--- config.mk ---
export PLATFORM = sky130hd
export DESIGN_NAME = utxm_queue
export DESIGN_NICKNAME = d
export VERILOG_FILES = /design/src/rtl/core/utxm_pkg.sv /design/src/rtl/core/utxm_queue.sv
export SDC_FILE = /design/constraint.sdc
export NUM_CORES = 1
export LEC_CHECK = 0
export BUFFER_PORTS_ARGS = -buffer_cell sky130_fd_sc_hd__buf_4
export CORE_MARGIN = 2
export CORE_UTILIZATION = 55
export CTS_BUF_LIST = sky130_fd_sc_hd__clkbuf_8
export CTS_CLUSTER_SIZE = 20
export DETAILED_ROUTE_END_ITERATION = 16
export PLACE_DENSITY = 0.77
export SYNTH_ARGS = -nofsm -noshare
export SYNTH_HDL_FRONTEND = slang
export SYNTH_SLANG_ARGS = --single-unit
--- constraint.sdc ---
create_clock -name clock -period 2.8 [get_ports clock]
set_clock_uncertainty 0.1 [all_clocks]
set_input_delay 0.56 -clock clock [delete_from_list [all_inputs] [get_ports clock]]
set_output_delay 0.56 -clock clock [all_outputs]
set_load 0.005 [all_outputs]
--- src/rtl/core/utxm_pkg.sv ---
`timescale 1ns / 1ps
`default_nettype none
package utxm_pkg;

   // Field widths fixed by the word format
   localparam int SLOT_BITS  = 8;
   localparam int CODE_BITS  = 21;
   localparam int WIDTH_BITS = 8;
   localparam int BYTE_BITS  = 8;

   // Default sizing handed to the top level
   localparam int DEF_TABLE_DEPTH = 256;
   localparam int DEF_COORD_BITS  = 16;

   // Work queue between decoder and measurement engine
   localparam int QUEUE_DEPTH = 4;
   localparam int QPTR_BITS   = 2;

   // Register index codes
   localparam logic [1:0] CSR_GLYPH_COUNT  = 2'd0;
   localparam logic [1:0] CSR_CHAR_SPACING = 2'd1;
   localparam logic [1:0] CSR_LINE_STEP    = 2'd2;

   // Input word kind
   localparam logic CMD_LOAD = 1'b0;
   localparam logic CMD_TEXT = 1'b1;

   // Special bytes and UTF-8 lead masks
   localparam logic [7:0] BYTE_NEWLINE = 8'h0A;
   localparam logic [7:0] BYTE_TAG     = 8'h40;
   localparam logic [7:0] BYTE_ASCII   = 8'h80;
   localparam logic [7:0] LEAD2_MASK   = 8'hE0;
   localparam logic [7:0] LEAD2_CODE   = 8'hC0;
   localparam logic [7:0] LEAD3_MASK   = 8'hF0;
   localparam logic [7:0] LEAD3_CODE   = 8'hE0;
   localparam logic [7:0] LEAD4_MASK   = 8'hF8;
   localparam logic [7:0] LEAD4_CODE   = 8'hF0;

   typedef enum logic [1:0] {
      OP_LOAD    = 2'd0,
      OP_GLYPH   = 2'd1,
      OP_NEWLINE = 2'd2,
      OP_NONE    = 2'd3
   } op_type;

   typedef struct packed {
      op_type                  op;
      logic                    last;
      logic [SLOT_BITS-1:0]    slot;
      logic [CODE_BITS-1:0]    code;
      logic [WIDTH_BITS-1:0]   width;
   } entry_type;

   typedef struct packed {
      logic [8:0]        glyph_count;
      logic signed [3:0] char_spacing;
      logic [5:0]        line_step;
   } cfg_type;

endpackage
`default_nettype wire

--- src/rtl/core/utxm_queue.sv ---
`timescale 1ns / 1ps
`default_nettype none
module utxm_queue (
   input  wire logic                clock,
   input  wire logic                reset,
   input  wire logic                push,
   input  utxm_pkg::entry_type      push_data,
   input  wire logic                pop,
   output utxm_pkg::entry_type      pop_data,
   output logic                     full,
   output logic                     empty
);
   import utxm_pkg::*;

   entry_type            slot_ff [QUEUE_DEPTH];
   logic [QPTR_BITS-1:0] wr_ptr_ff, rd_ptr_ff;
   logic [QPTR_BITS:0]   count_ff, count_in;

   assign full     = (count_ff == (QPTR_BITS+1)'(QUEUE_DEPTH));
   assign empty    = (count_ff == '0);
   assign pop_data = slot_ff[rd_ptr_ff];

   always_comb begin
      count_in = count_ff;
      if (push && !pop) count_in = count_ff + 1'b1;
      if (pop && !push) count_in = count_ff - 1'b1;
   end

   always_ff @(posedge clock) begin
      if (push) slot_ff[wr_ptr_ff] <= push_data;
   end

   always_ff @(posedge clock) begin
      if (reset) begin
         wr_ptr_ff <= '0;
         rd_ptr_ff <= '0;
         count_ff  <= '0;
      end else begin
         if (push) wr_ptr_ff <= wr_ptr_ff + 1'b1;
         if (pop)  rd_ptr_ff <= rd_ptr_ff + 1'b1;
         count_ff <= count_in;
      end
   end

endmodule
`default_nettype wire

==> summary.txt <==
Layout
  • Area Growth Syn to Fin: 19.3%
  • Layout cell share with drive strength beyond 1: roughly 46%
  • # nets final: slightly above 400
  • Ant. Diodes: 0
  • Filler cells: between 700 and 800

Setup path
  • Worst r2r src: wr_ptr_ff[0]$_SDFFE_PP0P_
  • FF-to-FF path depth: 4
  • Critical path peak fanout: 17
  • FF-to-FF End: slot_ff[0][1]$_DFFE_PP_
  • Data required, critical path: 2.14 ns
  • WS Path Type: reg -> out
  • CP arrival: between 1.5 and 2 ns
  • Crit path launch type: register
  • Flop2flop setup slack: 1.02 ns
  • Critical path capture point type: output port

Floorplanning
  • Initial Util: 56.9%
  • # IOs: between 80 and 90
  • Core area: 0.0110 mm²
  • Die ar.: 0.0122 mm²
  • DIE WIDTH: 111 µm
  • Die Y: between 100 and 150 µm
  • Row cnt: 38

Status
  • Status: finished, final reports clean

Pwr
  • Pwr dens: 678 mW/mm²
  • Pleak: 2.55 nW
  • Maximum vdd drop: 0.000365 V

Route
  • Routed WL: between 10,000 and 15,000 µm
  • Initial DRC count: approximately 200
  • ANT nets after route: 0
  • Routed via count: 2,835
  • Routed wire per std cell: 19.9 µm
  • Initial DRT Pass Iterations: 4
  • Vias per cell: 5.55
  • Number of remaining DRC errors: 0

Place
  • DPL Wire Length: 6270 µm
  • IO buf count: 85
  • Gpl congestion: around 0.7

STA
  • Worst-Margin Slew: 0.570 ns
  • Fmax: 0.386 GHz
  • Worst hold slack: approximately 0.22 ns
  • Tmin final: 2.59 ns
  • Endpoints failing hold: 0
  • Final worst path period share: slightly above 90%
  • Setup tns final: 0 ns
  • RSZ-0062 raised after global routing: no
  • Max Transition Viols Final: 0
  • Final setup viols: 0
  • Max_slew headroom: between 60% and 70%

Clock network
  • CTS resizes: 0
  • CTS Hold Bufs: 0
  • Root Driver: clkbuf_8
  • CTS Buffer Depth: 2
  • CTS tree: yes
  • Worst-Skew Late Latency: 0.43 ns
  • TritonCTS Buffers: 17
  • Post-CTS setup buffers: 0
  • Clk slew on worst S/H paths: 0.09 ns
  • Clock sinks: 169
  • H-Tree Depth: 4

Synthesis
  • Largest cells by area after synthesis: edfxtp_1, mux4_2, dfxtp_1
  • Syn avg cell area: ~24 µm²
  • Async SR Flop Fraction: 0%
  • Top_reg_cell synth: edfxtp_1
  • Flops & latches, synth: ~170
  • Synth top cells by count: edfxtp_1, mux4_2, dfxtp_1
  • Syn_nets: 306
  • Ys Warns: 0
  • Register area share after synthesis: 79.7%
  • Cell type with the highest aggregate area in the netlist: edfxtp_1
  • Synth Instances: 256
  • Netlist cell types: 21
  • Synthesized cell area: 0.00625 mm²
  • Top cell type's share of synthesized area: around 77%
  • Count leader, synth: edfxtp_1
  • EDFF count, synth: 160

Global route
  • Total GRT Usage: 17.6%
  • First-pass GRT wire length: 16,100 µm
  • Initial antenna violation count: 0
  • Largest net degree at the start of global routing: around 40
  • Vias in the first global route: 2,986
  • Total global routing overflow: 0

Hold path
  • HP Start: push_data[29]
  • Hold WC Path Type: in -> reg
  • Worst Hold End: slot_ff[0][29]$_DFFE_PP_
  • Hold path cells: 1

Job
  • Max-Cap Viols: 0
## worst max-delay path by stage
| stage | to | slack (ns) | cells after the start |
|---|---|---|---|
| CTS | pop_data[26] | 0.13 | 3 |
| finish | pop_data[22] | 0.21 | 3 |
| floorplan | slot_ff[0][0]$_DFFE_PP_ | 0.77 | 1 |
| global placement | pop_data[38] | 0.63 | 3 |
| global route | pop_data[26] | 0.08 | 3 |
| detailed placement | pop_data[26] | 0.63 | 3 |
## flip-flops by register name, summed over array words and instances (netlist names), named ones only
signal and cells:
rd_ptr_ff 2, count_ff 3, wr_ptr_ff 2, slot_ff 160
## per-stage QoR
stage                     instance area, µm²  util (%)  worst slack [ns]  total power [mW]  std cells
after floorplan                         6250         -             0.767              3.29        256
after global placement                  7090      64.6             0.631              3.56        479
after detailed placement                7090      64.6             0.628              3.58        479
after CTS                               7460      67.9             0.131              5.11        511
after global routing                    7460      67.9            0.0760              5.26        511
final                                   7460      67.9             0.207              5.05        511
## final cells by class
class / instances / area, µm² / share of cell area (%)
Sequential cell: 169 / 4990 / 66.9
Multi-Input combinational cell: 71 / 1130 / 15.2
Timing Repair Buffer: 93 / 773 / 10.4
Clock buffer: 17 / 234 / 3.14
Tap cell: 140 / 175 / 2.35
Clock inverter: 15 / 128 / 1.71
Inverter: 6 / 22.5 / 0.302
## layer usage
layer	routed length (µm)	track usage, %	vias to the layer above
li1	-	-	1267
met1	4320	23.4	1467
met2	5120	27.7	90
met3	618	5.93	11
met4	100	5.75	0
met5	0	0	-
## power by group
| part | total [mW] | internal [mW] | switching, mW |
|---|---|---|---|
| Clock | 1.54 | 0.705 | 0.839 |
| Sequential | 2.94 | 2.89 | 0.0470 |
| Combinational | 0.567 | 0.325 | 0.242 |
## cell usage in the layout, fill, tap and decap left out, drive strengths merged
master / netlist / routed
clkbuf: 1 / 17
clkinvlp: 0 / 2
xnor2: 2 / 2
clkinv: 0 / 7
fa: 1 / 1
mux2i: 1 / 1
o21ai: 1 / 1
nand2: 1 / 1
or3: 1 / 1
buf: 9 / 93
edfxtp: 160 / 160
bufinv: 0 / 1
dfxtp: 9 / 9
and2: 4 / 4
mux4: 40 / 40
ha: 5 / 5
a21oi: 2 / 2
xor2: 3 / 3
inv: 6 / 11
nor3: 1 / 1
nor2: 8 / 8
and3: 1 / 1
## worst max-delay path, stage by stage, from the launching register on
cell     delay [ns]
dfxtp_4        0.58
buf_12         0.23
mux4_2         0.54
buf_4          0.15
## logic make-up after synthesis
| kind of cell | share of synthesized area [%] |
|---|---|
| AND/OR/NAND/NOR | 1.22 |
| XOR/XNOR | 0.701 |
| flip-flops | 79.7 |
| buffers and inverters | 2.20 |
| adder cells (fa/ha/maj) | 1.32 |
| AO/OA/AOI/OAI | 0.240 |
| multiplexers | 14.6 |
(Power assumes the default switching activity.)
