### config.mk
export PLATFORM = sky130hd
export DESIGN_NAME = utxm_front
export DESIGN_NICKNAME = d
export VERILOG_FILES = /design/src/rtl/core/utxm_pkg.sv /design/src/rtl/core/utxm_front.sv
export SDC_FILE = /design/constraint.sdc
export NUM_CORES = 1
export LEC_CHECK = 0
export BUFFER_PORTS_ARGS = -buffer_cell sky130_fd_sc_hd__buf_2
export CELL_PAD_IN_SITES_DETAIL_PLACEMENT = 0
export CELL_PAD_IN_SITES_GLOBAL_PLACEMENT = 1
export CORE_MARGIN = 3
export CORE_UTILIZATION = 30
export CTS_CLUSTER_DIAMETER = 120
export DETAILED_ROUTE_END_ITERATION = 12
export HOLD_SLACK_MARGIN = 0.15
export PLACE_DENSITY_LB_ADDON = 0.1
export SLEW_MARGIN = 20
export SYNTH_ARGS = -nofsm -noshare
export SYNTH_HDL_FRONTEND = slang
export SYNTH_SLANG_ARGS = --single-unit
### constraint.sdc
create_clock -name clock -period 4.1 [get_ports clock]
set_clock_uncertainty 0.2 [all_clocks]
set_input_delay 0.82 -clock clock [delete_from_list [all_inputs] [get_ports clock]]
set_output_delay 0.82 -clock clock [all_outputs]
set_load 0.005 [all_outputs]
### src/rtl/core/utxm_pkg.sv
`timescale 1ns / 1ps
`default_nettype none
package utxm_pkg;

   // Field widths fixed by the word format
   localparam int SLOT_BITS  = 8;
   localparam int CODE_BITS  = 21;
   localparam int WIDTH_BITS = 8;
   localparam int BYTE_BITS  = 8;

   // Default sizing handed to the top level
   localparam int DEF_TABLE_DEPTH = 256;
   localparam int DEF_COORD_BITS  = 16;

   // Work queue between decoder and measurement engine
   localparam int QUEUE_DEPTH = 4;
   localparam int QPTR_BITS   = 2;

   // Register index codes
   localparam logic [1:0] CSR_GLYPH_COUNT  = 2'd0;
   localparam logic [1:0] CSR_CHAR_SPACING = 2'd1;
   localparam logic [1:0] CSR_LINE_STEP    = 2'd2;

   // Input word kind
   localparam logic CMD_LOAD = 1'b0;
   localparam logic CMD_TEXT = 1'b1;

   // Special bytes and UTF-8 lead masks
   localparam logic [7:0] BYTE_NEWLINE = 8'h0A;
   localparam logic [7:0] BYTE_TAG     = 8'h40;
   localparam logic [7:0] BYTE_ASCII   = 8'h80;
   localparam logic [7:0] LEAD2_MASK   = 8'hE0;
   localparam logic [7:0] LEAD2_CODE   = 8'hC0;
   localparam logic [7:0] LEAD3_MASK   = 8'hF0;
   localparam logic [7:0] LEAD3_CODE   = 8'hE0;
   localparam logic [7:0] LEAD4_MASK   = 8'hF8;
   localparam logic [7:0] LEAD4_CODE   = 8'hF0;

   typedef enum logic [1:0] {
      OP_LOAD    = 2'd0,
      OP_GLYPH   = 2'd1,
      OP_NEWLINE = 2'd2,
      OP_NONE    = 2'd3
   } op_type;

   typedef struct packed {
      op_type                  op;
      logic                    last;
      logic [SLOT_BITS-1:0]    slot;
      logic [CODE_BITS-1:0]    code;
      logic [WIDTH_BITS-1:0]   width;
   } entry_type;

   typedef struct packed {
      logic [8:0]        glyph_count;
      logic signed [3:0] char_spacing;
      logic [5:0]        line_step;
   } cfg_type;

endpackage
`default_nettype wire

### src/rtl/core/utxm_front.sv
`timescale 1ns / 1ps
`default_nettype none
module utxm_front (
   input  wire logic                clock,
   input  wire logic                reset,
   input  wire logic                in_valid,
   input  wire logic                in_cmd,
   input  wire logic                in_last,
   input  wire logic [7:0]          in_slot,
   input  wire logic [20:0]         in_code,
   input  wire logic [7:0]          in_width,
   input  wire logic [7:0]          in_byte,
   output logic                     in_ready,
   input  wire logic                q_full,
   output logic                     q_push,
   output utxm_pkg::entry_type      q_data
);
   import utxm_pkg::*;

   logic [CODE_BITS-1:0] partial_ff, partial_in;
   logic [1:0]           pending_ff, pending_in;
   logic                 tag_ff, tag_in;
   logic                 take;
   entry_type            ent;

   assign in_ready = !q_full;
   assign take     = in_valid && !q_full;

   always_comb begin
      partial_in = partial_ff;
      pending_in = pending_ff;
      tag_in     = tag_ff;
      ent.op     = OP_NONE;
      ent.last   = 1'b0;
      ent.slot   = in_slot;
      ent.code   = in_code;
      ent.width  = in_width;
      if (in_cmd == CMD_LOAD) begin
         ent.op = OP_LOAD;
      end else begin
         ent.last = in_last;
         if (pending_ff != 2'd0) begin
            // continuation: any byte, low six bits
            partial_in = {partial_ff[CODE_BITS-7:0], in_byte[5:0]};
            pending_in = pending_ff - 2'd1;
            if (pending_ff == 2'd1) begin
               ent.op   = OP_GLYPH;
               ent.code = partial_in;
            end
         end else if (tag_ff) begin
            if (in_byte == BYTE_TAG) tag_in = 1'b0;
         end else if (in_byte == BYTE_NEWLINE) begin
            ent.op = OP_NEWLINE;
         end else if (in_byte == BYTE_TAG) begin
            tag_in = 1'b1;
         end else if (in_byte < BYTE_ASCII) begin
            ent.op   = OP_GLYPH;
            ent.code = {13'd0, in_byte};
         end else if ((in_byte & LEAD2_MASK) == LEAD2_CODE) begin
            partial_in = {16'd0, in_byte[4:0]};
            pending_in = 2'd1;
         end else if ((in_byte & LEAD3_MASK) == LEAD3_CODE) begin
            partial_in = {17'd0, in_byte[3:0]};
            pending_in = 2'd2;
         end else if ((in_byte & LEAD4_MASK) == LEAD4_CODE) begin
            partial_in = {18'd0, in_byte[2:0]};
            pending_in = 2'd3;
         end
         // end of string: drop any cut-off character or open tag
         if (in_last) begin
            partial_in = '0;
            pending_in = 2'd0;
            tag_in     = 1'b0;
         end
      end
   end

   assign q_push = take && (ent.op != OP_NONE || ent.last);
   assign q_data = ent;

   always_ff @(posedge clock) begin
      if (reset) begin
         partial_ff <= '0;
         pending_ff <= 2'd0;
         tag_ff     <= 1'b0;
      end else if (take) begin
         partial_ff <= partial_in;
         pending_ff <= pending_in;
         tag_ff     <= tag_in;
      end
   end

endmodule
`default_nettype wire

==> results.toml, run 1 <==
[setup_path]
cp-end-kind = "output port"
start_kind = "input pin"
path_class = "in2out"
ff2ff_path_depth = 5
r2r-end = "pending_ff[1]"
worstPathMaxFanout = 14
r2r_start = "pending_ff[0]"
critPathRequiredTime_ps = 3080
crit_arrival_ps = 2460
r2r_slack_ps = 2190

[sta]
period_share_pct = 84.82
relSlewSlack_pct = 50.67
holdWs_ps = 265.3
hold_viol = 0
worst_pin_slew_ps = 737.2
rsz0062_at_grt = "false"
tns_ps = 0
slew_violations = 0
fmax_ghz = 0.2875
setup_viol_count_final = 0
min_period_ps = 3478

[clock_network]
cts-resized-gates = 0
clk_path_buf_depth = 2
cts-buffers-inserted = 3
hold_buffers = 0
cts.clk_slew.worst_paths_ps = 70
clk_latency_ps = 250
cts_tree = "built"
post_cts_buffers = 0
htree_levels = 1
cts_root_buf = "clkbuf_8"
clkSinkCount = 18

[synthesis]
synth_area_leaders = "dfxtp_1, a22o_1, buf_4"
syn_area_um2 = 1345
yosysTopAreaCellShare_pct = 26.79
yosysWarnings = 0
async_flop_share_pct = 0
synthTopCellsByCount = "nand2_1, dfxtp_1, buf_4, o21ai_0"
ys_ff_latch = 18
avgSynthCellArea_um2 = 7.820
synth_top_area_cell = "dfxtp_1"
ys_types = 41
ys.flop_type = "dfxtp_1"
yosysMostFrequentCell = "nand2_1"
synth_nets = 223
synth_edf_count = 0
syn_inst = 172
ys_seq_area_share_pct = 26.79

[routing]
highest_layer = "met4"
drtIter0Drc = 67
vias = 1432
dr_wl_met2_um = 2017
met1_length_um = 1749
via_per_inst = 5.572
drt-total-wl_um = 4100
drc_errors = 0
wl_met3_um = 284
ant_nets = 0
drtPass1Iterations = 4
wl_per_cell_um = 15.95

[cells_and_area]
fillers = 457
n_antenna_cell = 0
fin_nets = 259
drive_above_1_share_pct = 34.78
final_cell_count_no_fill = 257
area_growth_pct = 18.23
design_area_um2 = 1590

[grt]
grt_usage_pct = 15.41
grt_first_pass_wirelength_um = 6499
grt_max_degree = 16
grt_pass1_vias = 1332
grt_overflow = 0
antenna_found_initial = 0

[min_path]
min_path_type = "reg2reg"
hold_path_end = "partial_ff[12]"
worstHoldStart = "partial_ff[12]"
hold_depth = 2

[floorplan]
io-pin-count = 93
row_count = 23
dieArea_um2 = 5323
placeableCoreArea_um2 = 4173
fp.dieH_um = 72.96
initial_core_util_pct = 32.23
die_w_um = 72.96

[placed_design]
gp_congestion = 0.8729
hpwl_um = 3127
dp.cells = 253
post_dp_cell_area_um2 = 1535
io_buffers = 60

[status]
status = "complete, no violations"

[flow_run]
maxCapViolCount = 0

[power_and_ir_drop]
p_per_area_nw_per_um2 = 264.8
p_leak_uw = 0.0007045
peakVddDrop_mv = 0.2014
[layout make-up]
| cell class | count | area [µm²] | area share (%) |
|---|---|---|---|
| flip-flops and latches | 18 | 360.3 | 22.66 |
| inverters | 4 | 15.01 | 0.9441 |
| well taps | 50 | 62.56 | 3.934 |
| multi-input cells | 119 | 782.0 | 49.17 |
| clock buffers | 4 | 55.05 | 3.462 |
| repair buffers | 62 | 315.3 | 19.83 |
[per-layer routing]
layer  track usage, %  vias to the layer above
met2            26.65                       50
met5                0                        -
met3            3.857                       16
li1                 -                      696
met4            4.098                        0
met1            18.93                      670
[sequential cells by signal (all words and copies together), names as in the netlist]
signal	count
partial_ff	15
pending_ff	2
tag_ff	1
[critical path: stages]
cell and delay (ps):
buf_2 140, nor3_2 340, o211ai_2 160, o2111ai_2 220, buf_4 290, mux2_1 350
buf_2 130
[worst max path at each step]
stage               startpoint         end  slack, ps  cells after the start
floorplan           in_byte[5]  q_data[10]       1190                      5
global placement    in_byte[5]   q_data[8]        660                      7
detailed placement  in_byte[5]   q_data[8]        620                      7
CTS                 in_byte[5]  q_data[10]        620                      7
global route        in_byte[5]  q_data[10]        510                      7
finish              in_byte[5]   q_data[8]        620                      7
[power by group]
group	internal (µW)	leakage [µW]	switching, µW
combinational	44.4	0.000531	52.9
sequential	176	0.000145	1.09
clock	85.3	0.0000288	61.6
total	306	0.000704	116
[cells in the final DEF (no fill, tap or decap), drive strengths merged, types with 3 or more instances in the layout]
master  instances
a21oi           6
a22o           15
and2            3
and3            5
buf            62
clkbuf          4
dfxtp          18
inv             4
mux2            6
nand2          20
nand4          15
nor2            5
nor3            3
o211ai          3
o21ai          16
[cell families (layout without fill, tap and decap cells)]
group	count (synthesis)	after routing	synth area share (%)
muxes	7	7	5.767
buffers and inverters	35	70	15.53
AOI/OAI and AO/OA	50	50	26.79
and+or+nand+nor	62	62	25.12
DFF	18	18	26.79
[metrics by stage]
stage / utilization (%) / total power, µW / setup slack (ps)
6_report: 38.11 / 421.1 / 622.2
5_1_grt: 38.11 / 444.9 / 507.3
4_1_cts: 38.11 / 426.6 / 617.4
3_5_place_dp: 36.79 / 279.0 / 620.3
3_3_place_gp: 36.79 / 278.4 / 660.5
2_1_floorplan: - / 244.9 / 1194
Power figures use the tool's default switching activity.
==> run 2, diff against run 1 <==
ABC_AREA = 1   (was not set)
CORE_UTILIZATION = 26   (was 30)
clock period = 3 ns   (was 4.1 ns; I/O delays follow)
==> run 2 against run 1 <==
  * Register-to-register slack got worse by 1100 ps
  * Non-clock buffer count increased by 2
  * Synthesized cell count increased by 68%
  * Die area increased by 40%
  * Largest cell class unchanged
  * Largest power group unchanged
==> results.toml, run 2 <==
[setup_path]
cp_slowest_cell = "nand3_1"
cp-end-kind = "output port"
start_kind = "input pin"
r2r_slack_ps = 1090
path_cells = "buf_2, inv_2, nand2_1, nor2_1, nand2_1, nand3_1, nor2_1, nor2_1, nand2_1, a21oi_2, buf_2"
r2r_start = "pending_ff[0]"
critPathMaxStageDelay_ps = 270
crit_start = "in_byte[7]"
worstPathMaxFanout = 7
path_delay_family = "simple AND/OR/NAND/NOR gates"
path_class = "in2out"
crit_arrival_ps = 1920
critPathBufInv = 3
critPathRequiredTime_ps = 2200

[clock_network]
cts.clk_slew.worst_paths_ps = 70
clkSinkCount = 18
cts-buffers-inserted = 3
clk_latency_ps = 250
clk_path_buf_depth = 2
cts-resized-gates = 0
htree_levels = 1
cts_root_buf = "clkbuf_8"
post_cts_buffers = 0
cts_tree = "built"
hold_buffers = 0

[floorplan]
row_count = 28
placeableCoreArea_um2 = 6096
io-pin-count = 93
fp.dieH_um = 86.33
dieArea_um2 = 7453
die_w_um = 86.33
initial_core_util_pct = 27.52

[sta]
min_period_ps = 2722
rsz0062_at_grt = "false"
setup_viol_count_final = 0
tns_ps = 0
slew_violations = 0
period_share_pct = 90.73
worst_pin_slew_ps = 846.5
holdWs_ps = 310.1
fmax_ghz = 0.3674
hold_viol = 0
layout_setup_ws_ps = 278.1
relSlewSlack_pct = 43.36

[routing]
drtPass1Iterations = 4
drtIter0Drc = 84
vias = 1886
via_per_inst = 4.668
ant_nets = 0
wl_per_cell_um = 13.81
drt-total-wl_um = 5579
drc_errors = 0

[synthesis]
synth_compound_area_share_pct = 17.97
synthXorXnorAreaFrac_pct = 0
synth_nets = 340
synth_top_area_cell = "dfxtp_1"
yosysMostFrequentCell = "nand2_1"
yosysWarnings = 0
synth-simple-area-share_pct = 41.31
syn_area_um2 = 1678
synth_top_family_by_area = "simple AND/OR/NAND/NOR gates"
ys.flop_type = "dfxtp_1"
avgSynthCellArea_um2 = 5.806
synth_area_leaders = "dfxtp_1, nand2_1, nor2_1"
synthTopCellsByCount = "nand2_1, nor2_1, inv_1, a21oi_1"
ys_seq_area_share_pct = 21.48
ys_types = 27
async_flop_share_pct = 0
yosysTopAreaCellShare_pct = 21.48
synth_mux_area_share_pct = 0
ys_ff_latch = 18
syn_inst = 289
yosys.area_share.adder_pct = 0
synth_edf_count = 0

[placed_design]
hpwl_um = 4161
gp_congestion = 0.8267
io_buffers = 60
place_ws_ps = 292.3

[power_and_ir_drop]
peakVddDrop_mv = 0.2298
finalPower_uw = 648.7
p_per_area_nw_per_um2 = 330.9
p_leak_uw = 0.001090

[grt]
antenna_found_initial = 0
grt_max_degree = 23
grt_overflow = 0
grt_usage_pct = 15.04
grt_pass1_vias = 1793
grt_first_pass_wirelength_um = 9066

[cells_and_area]
final_common_cell = "nand2_1"
fillers = 719
final_cell_mix = "nand2_1, buf_2, nor2_1"
post-route-util_pct = 32.16
fin_nets = 381
n_antenna_cell = 0
area_growth_pct = 16.85
drive_above_1_share_pct = 26.44
largest_reg_flops = 15
reg.largest.list = "partial_ff (15), pending_ff (2), tag_ff (1)"
largest-register = "partial_ff"

[flow_run]
maxCapViolCount = 0

[min_path]
worstHoldStart = "tag_ff"
min_path_type = "reg2reg"

[status]
status = "complete, no violations"
[run 2: per-stage QoR]
| step | std cells | area [µm²] |
|---|---|---|
| after floorplan | 289 | 1678 |
| after global placement | 400 | 1906 |
| after detailed placement | 400 | 1906 |
| after CTS | 404 | 1961 |
| after global routing | 404 | 1961 |
| final | 404 | 1961 |
[run 2: layout make-up]
| class | count | area [µm²] | area share, % |
|---|---|---|---|
| inverter | 33 | 126.4 | 6.445 |
| timing repair buffer | 64 | 330.3 | 16.85 |
| sequential | 18 | 360.3 | 18.38 |
| clock buffer | 4 | 55.05 | 2.808 |
| multi-input combinational | 210 | 994.7 | 50.73 |
| tap | 75 | 93.84 | 4.786 |
[run 2: worst paths after layout]
path / cells past startpoint / to
worst max-delay path: 11 / q_data[13]
worst min-delay path: 2 / tag_ff
worst max register to register: 5 / partial_ff[7]
worst min register to register: 2 / tag_ff
[run 2: kinds of logic after synthesis]
kind of cell	count (synthesis)
DFF	18
buffers and inverters	61
and+or+nand+nor	157
AOI/OAI and AO/OA	53
[run 2: report_power, final]
| group | internal (µW) | switching [µW] | total [µW] | leakage (µW) |
|---|---|---|---|---|
| sequential | 249 | 6.83 | 256 | 0.000146 |
| clock | 117 | 83.3 | 200 | 0.0000288 |
| combinational | 76.2 | 117 | 193 | 0.000915 |
[run 2: worst reg2reg max path, delay by kind of cell, from the launching register on]
family | cells | cell delay [ps]
AO/OA/AOI/OAI | 1 | 210
buffers and inverters | 1 | 250
AND/OR/NAND/NOR | 3 | 840
flip-flops | 1 | 350
[run 2: metal layers]
metal	up-vias	global-route usage, %	wire length, µm
met2	57	23.16	2326
met1	822	21.91	2833
met4	0	2.833	42
met3	8	2.852	377
li1	999	-	-
met5	-	0	0
==> run 3, diff against run 2 <==
REMOVE_ABC_BUFFERS = 1   (was not set)
==> run 3 against run 2 <==
  * Combinational power hardly changed
  * Hold slack worse by 3.7 ps
  * Sequential power hardly changed
  * Count of clock-buffer cells in the layout stayed put
  * Fmax is 1.6% higher
  * Non-clock buffer count is 1 higher
  * Critical path depth stayed put
  * Sequential cell count stayed put
  * Clock power hardly changed
  * Final area is 0.38% higher
  * Power hardly changed
  * Via count hardly changed
  * Critical endpoint is now q_data[10]
  * Highest routed layer unchanged
==> results.toml, run 3 (synthesized netlist as in run 2, its figures left out) <==
[routing]
drtIter0Drc = 59
vias = 1887
drt-total-wl_um = 5623
dr_wl_met2_um = 2325
ant_nets = 0
drtPass1Iterations = 4
wl_met3_um = 404
wl_per_cell_um = 13.88
via_per_inst = 4.659
met1_length_um = 2875
highest_layer = "met4"
drc_errors = 0

[clock_network]
cts_root_buf = "clkbuf_8"
cts-buffers-inserted = 3
clkSinkCount = 18
clk_latency_ps = 250
clk_path_buf_depth = 2
cts-resized-gates = 0
cts.clk_slew.worst_paths_ps = 70
post_cts_buffers = 0
cts_tree = "built"
hold_buffers = 0
htree_levels = 1

[floorplan]
dieArea_um2 = 7453
placeableCoreArea_um2 = 6096
initial_core_util_pct = 27.52
row_count = 28
fp.dieH_um = 86.33
die_w_um = 86.33
io-pin-count = 93

[placed_design]
post_dp_cell_area_um2 = 1913
gp_congestion = 0.8649
io_buffers = 60
hpwl_um = 4159

[sta]
fmax_ghz = 0.3732
relSlewSlack_pct = 70.90
min_period_ps = 2679
rsz0062_at_grt = "false"
hold_viol = 0
slew_violations = 0
holdWs_ps = 306.5
setup_viol_count_final = 0
period_share_pct = 89.31
tns_ps = 0
worst_pin_slew_ps = 436.0

[setup_path]
endpoint = "q_data[10]"
cp-end-kind = "output port"
worstPathMaxFanout = 7
r2r_start = "pending_ff[0]"
start_kind = "input pin"
cp_slowest_cell = "nand3_1"
r2r-end = "partial_ff[4]"
path_cells = "buf_2, inv_2, nand2_1, nor2_1, nand2_1, nand3_1, nor2_1, nor2_1, nand2_1, a21oi_1, buf_2"
critPathRequiredTime_ps = 2200
path_class = "in2out"
r2r_slack_ps = 1160
crit_start = "in_byte[7]"
critPathMaxStageDelay_ps = 270
crit_arrival_ps = 1880
ff2ff_path_depth = 9

[power_and_ir_drop]
p_leak_uw = 0.001095
p_per_area_nw_per_um2 = 329.4
peakVddDrop_mv = 0.1732
finalPower_uw = 648.3

[flow_run]
maxCapViolCount = 0

[cells_and_area]
n_antenna_cell = 0
largest_reg_flops = 15
design_area_um2 = 1968
drive_above_1_share_pct = 26.67
final_common_cell = "nand2_1"
area_growth_pct = 17.30
reg.largest.list = "partial_ff (15), pending_ff (2), tag_ff (1)"
largest-register = "partial_ff"
final_cell_mix = "nand2_1, buf_2, nor2_1"
fillers = 702
fin_nets = 382

[min_path]
worstHoldStart = "partial_ff[13]"
min_path_type = "reg2reg"

[grt]
antenna_found_initial = 0
grt_overflow = 0
grt_first_pass_wirelength_um = 8873
grt_pass1_vias = 1709
grt_max_degree = 19
grt_usage_pct = 14.95

[status]
status = "complete, no violations"
-- run 3: where the power goes --
part	total, µW	switching, µW	internal [µW]	leakage [µW]
logic	193	116	76.8	0.000920
registers	256	6.99	249	0.000146
clock network	200	83.3	117	0.0000288
-- run 3: worst min-delay path by stage --
stage,end,slack (ps),depth (start not counted)
6_report,partial_ff[13],310,2
5_1_grt,tag_ff,320,2
4_1_cts,partial_ff[13],310,2
3_5_place_dp,partial_ff[13],290,2
3_3_place_gp,partial_ff[13],290,2
2_1_floorplan,partial_ff[0],250,2
-- run 3: metrics by stage --
step | setup slack (ps) | instances | util, %
global route | 112.7 | 405 | 32.29
global placement | 312.6 | 401 | 31.38
finish | 320.6 | 405 | 32.29
detailed placement | 315.0 | 401 | 31.38
CTS | 312.3 | 405 | 32.29
floorplan | 797.7 | 261 | -
-- run 3: area by class of cell --
cell class                 instances  area [µm²]  share of cell area, %
multi-input combinational        210       994.7                  50.54
clock buffer                       4       55.05                  2.797
timing repair buffer              65       337.8                  17.16
tap                               75       93.84                  4.768
sequential                        18       360.3                  18.31
inverter                          33       126.4                  6.421
-- run 3: per-layer routing --
metal  vias to the layer above  track usage [%]
met2                        64            22.32
met5                         -                0
met1                       817            21.45
li1                       1004                -
met4                         0            1.275
met3                         2            5.323
-- run 3: critical path: cells and delay by family --
family / cells / cell delay [ps]
buf+inv: 3 / 390
compound gates: 1 / 110
simple gates: 7 / 780
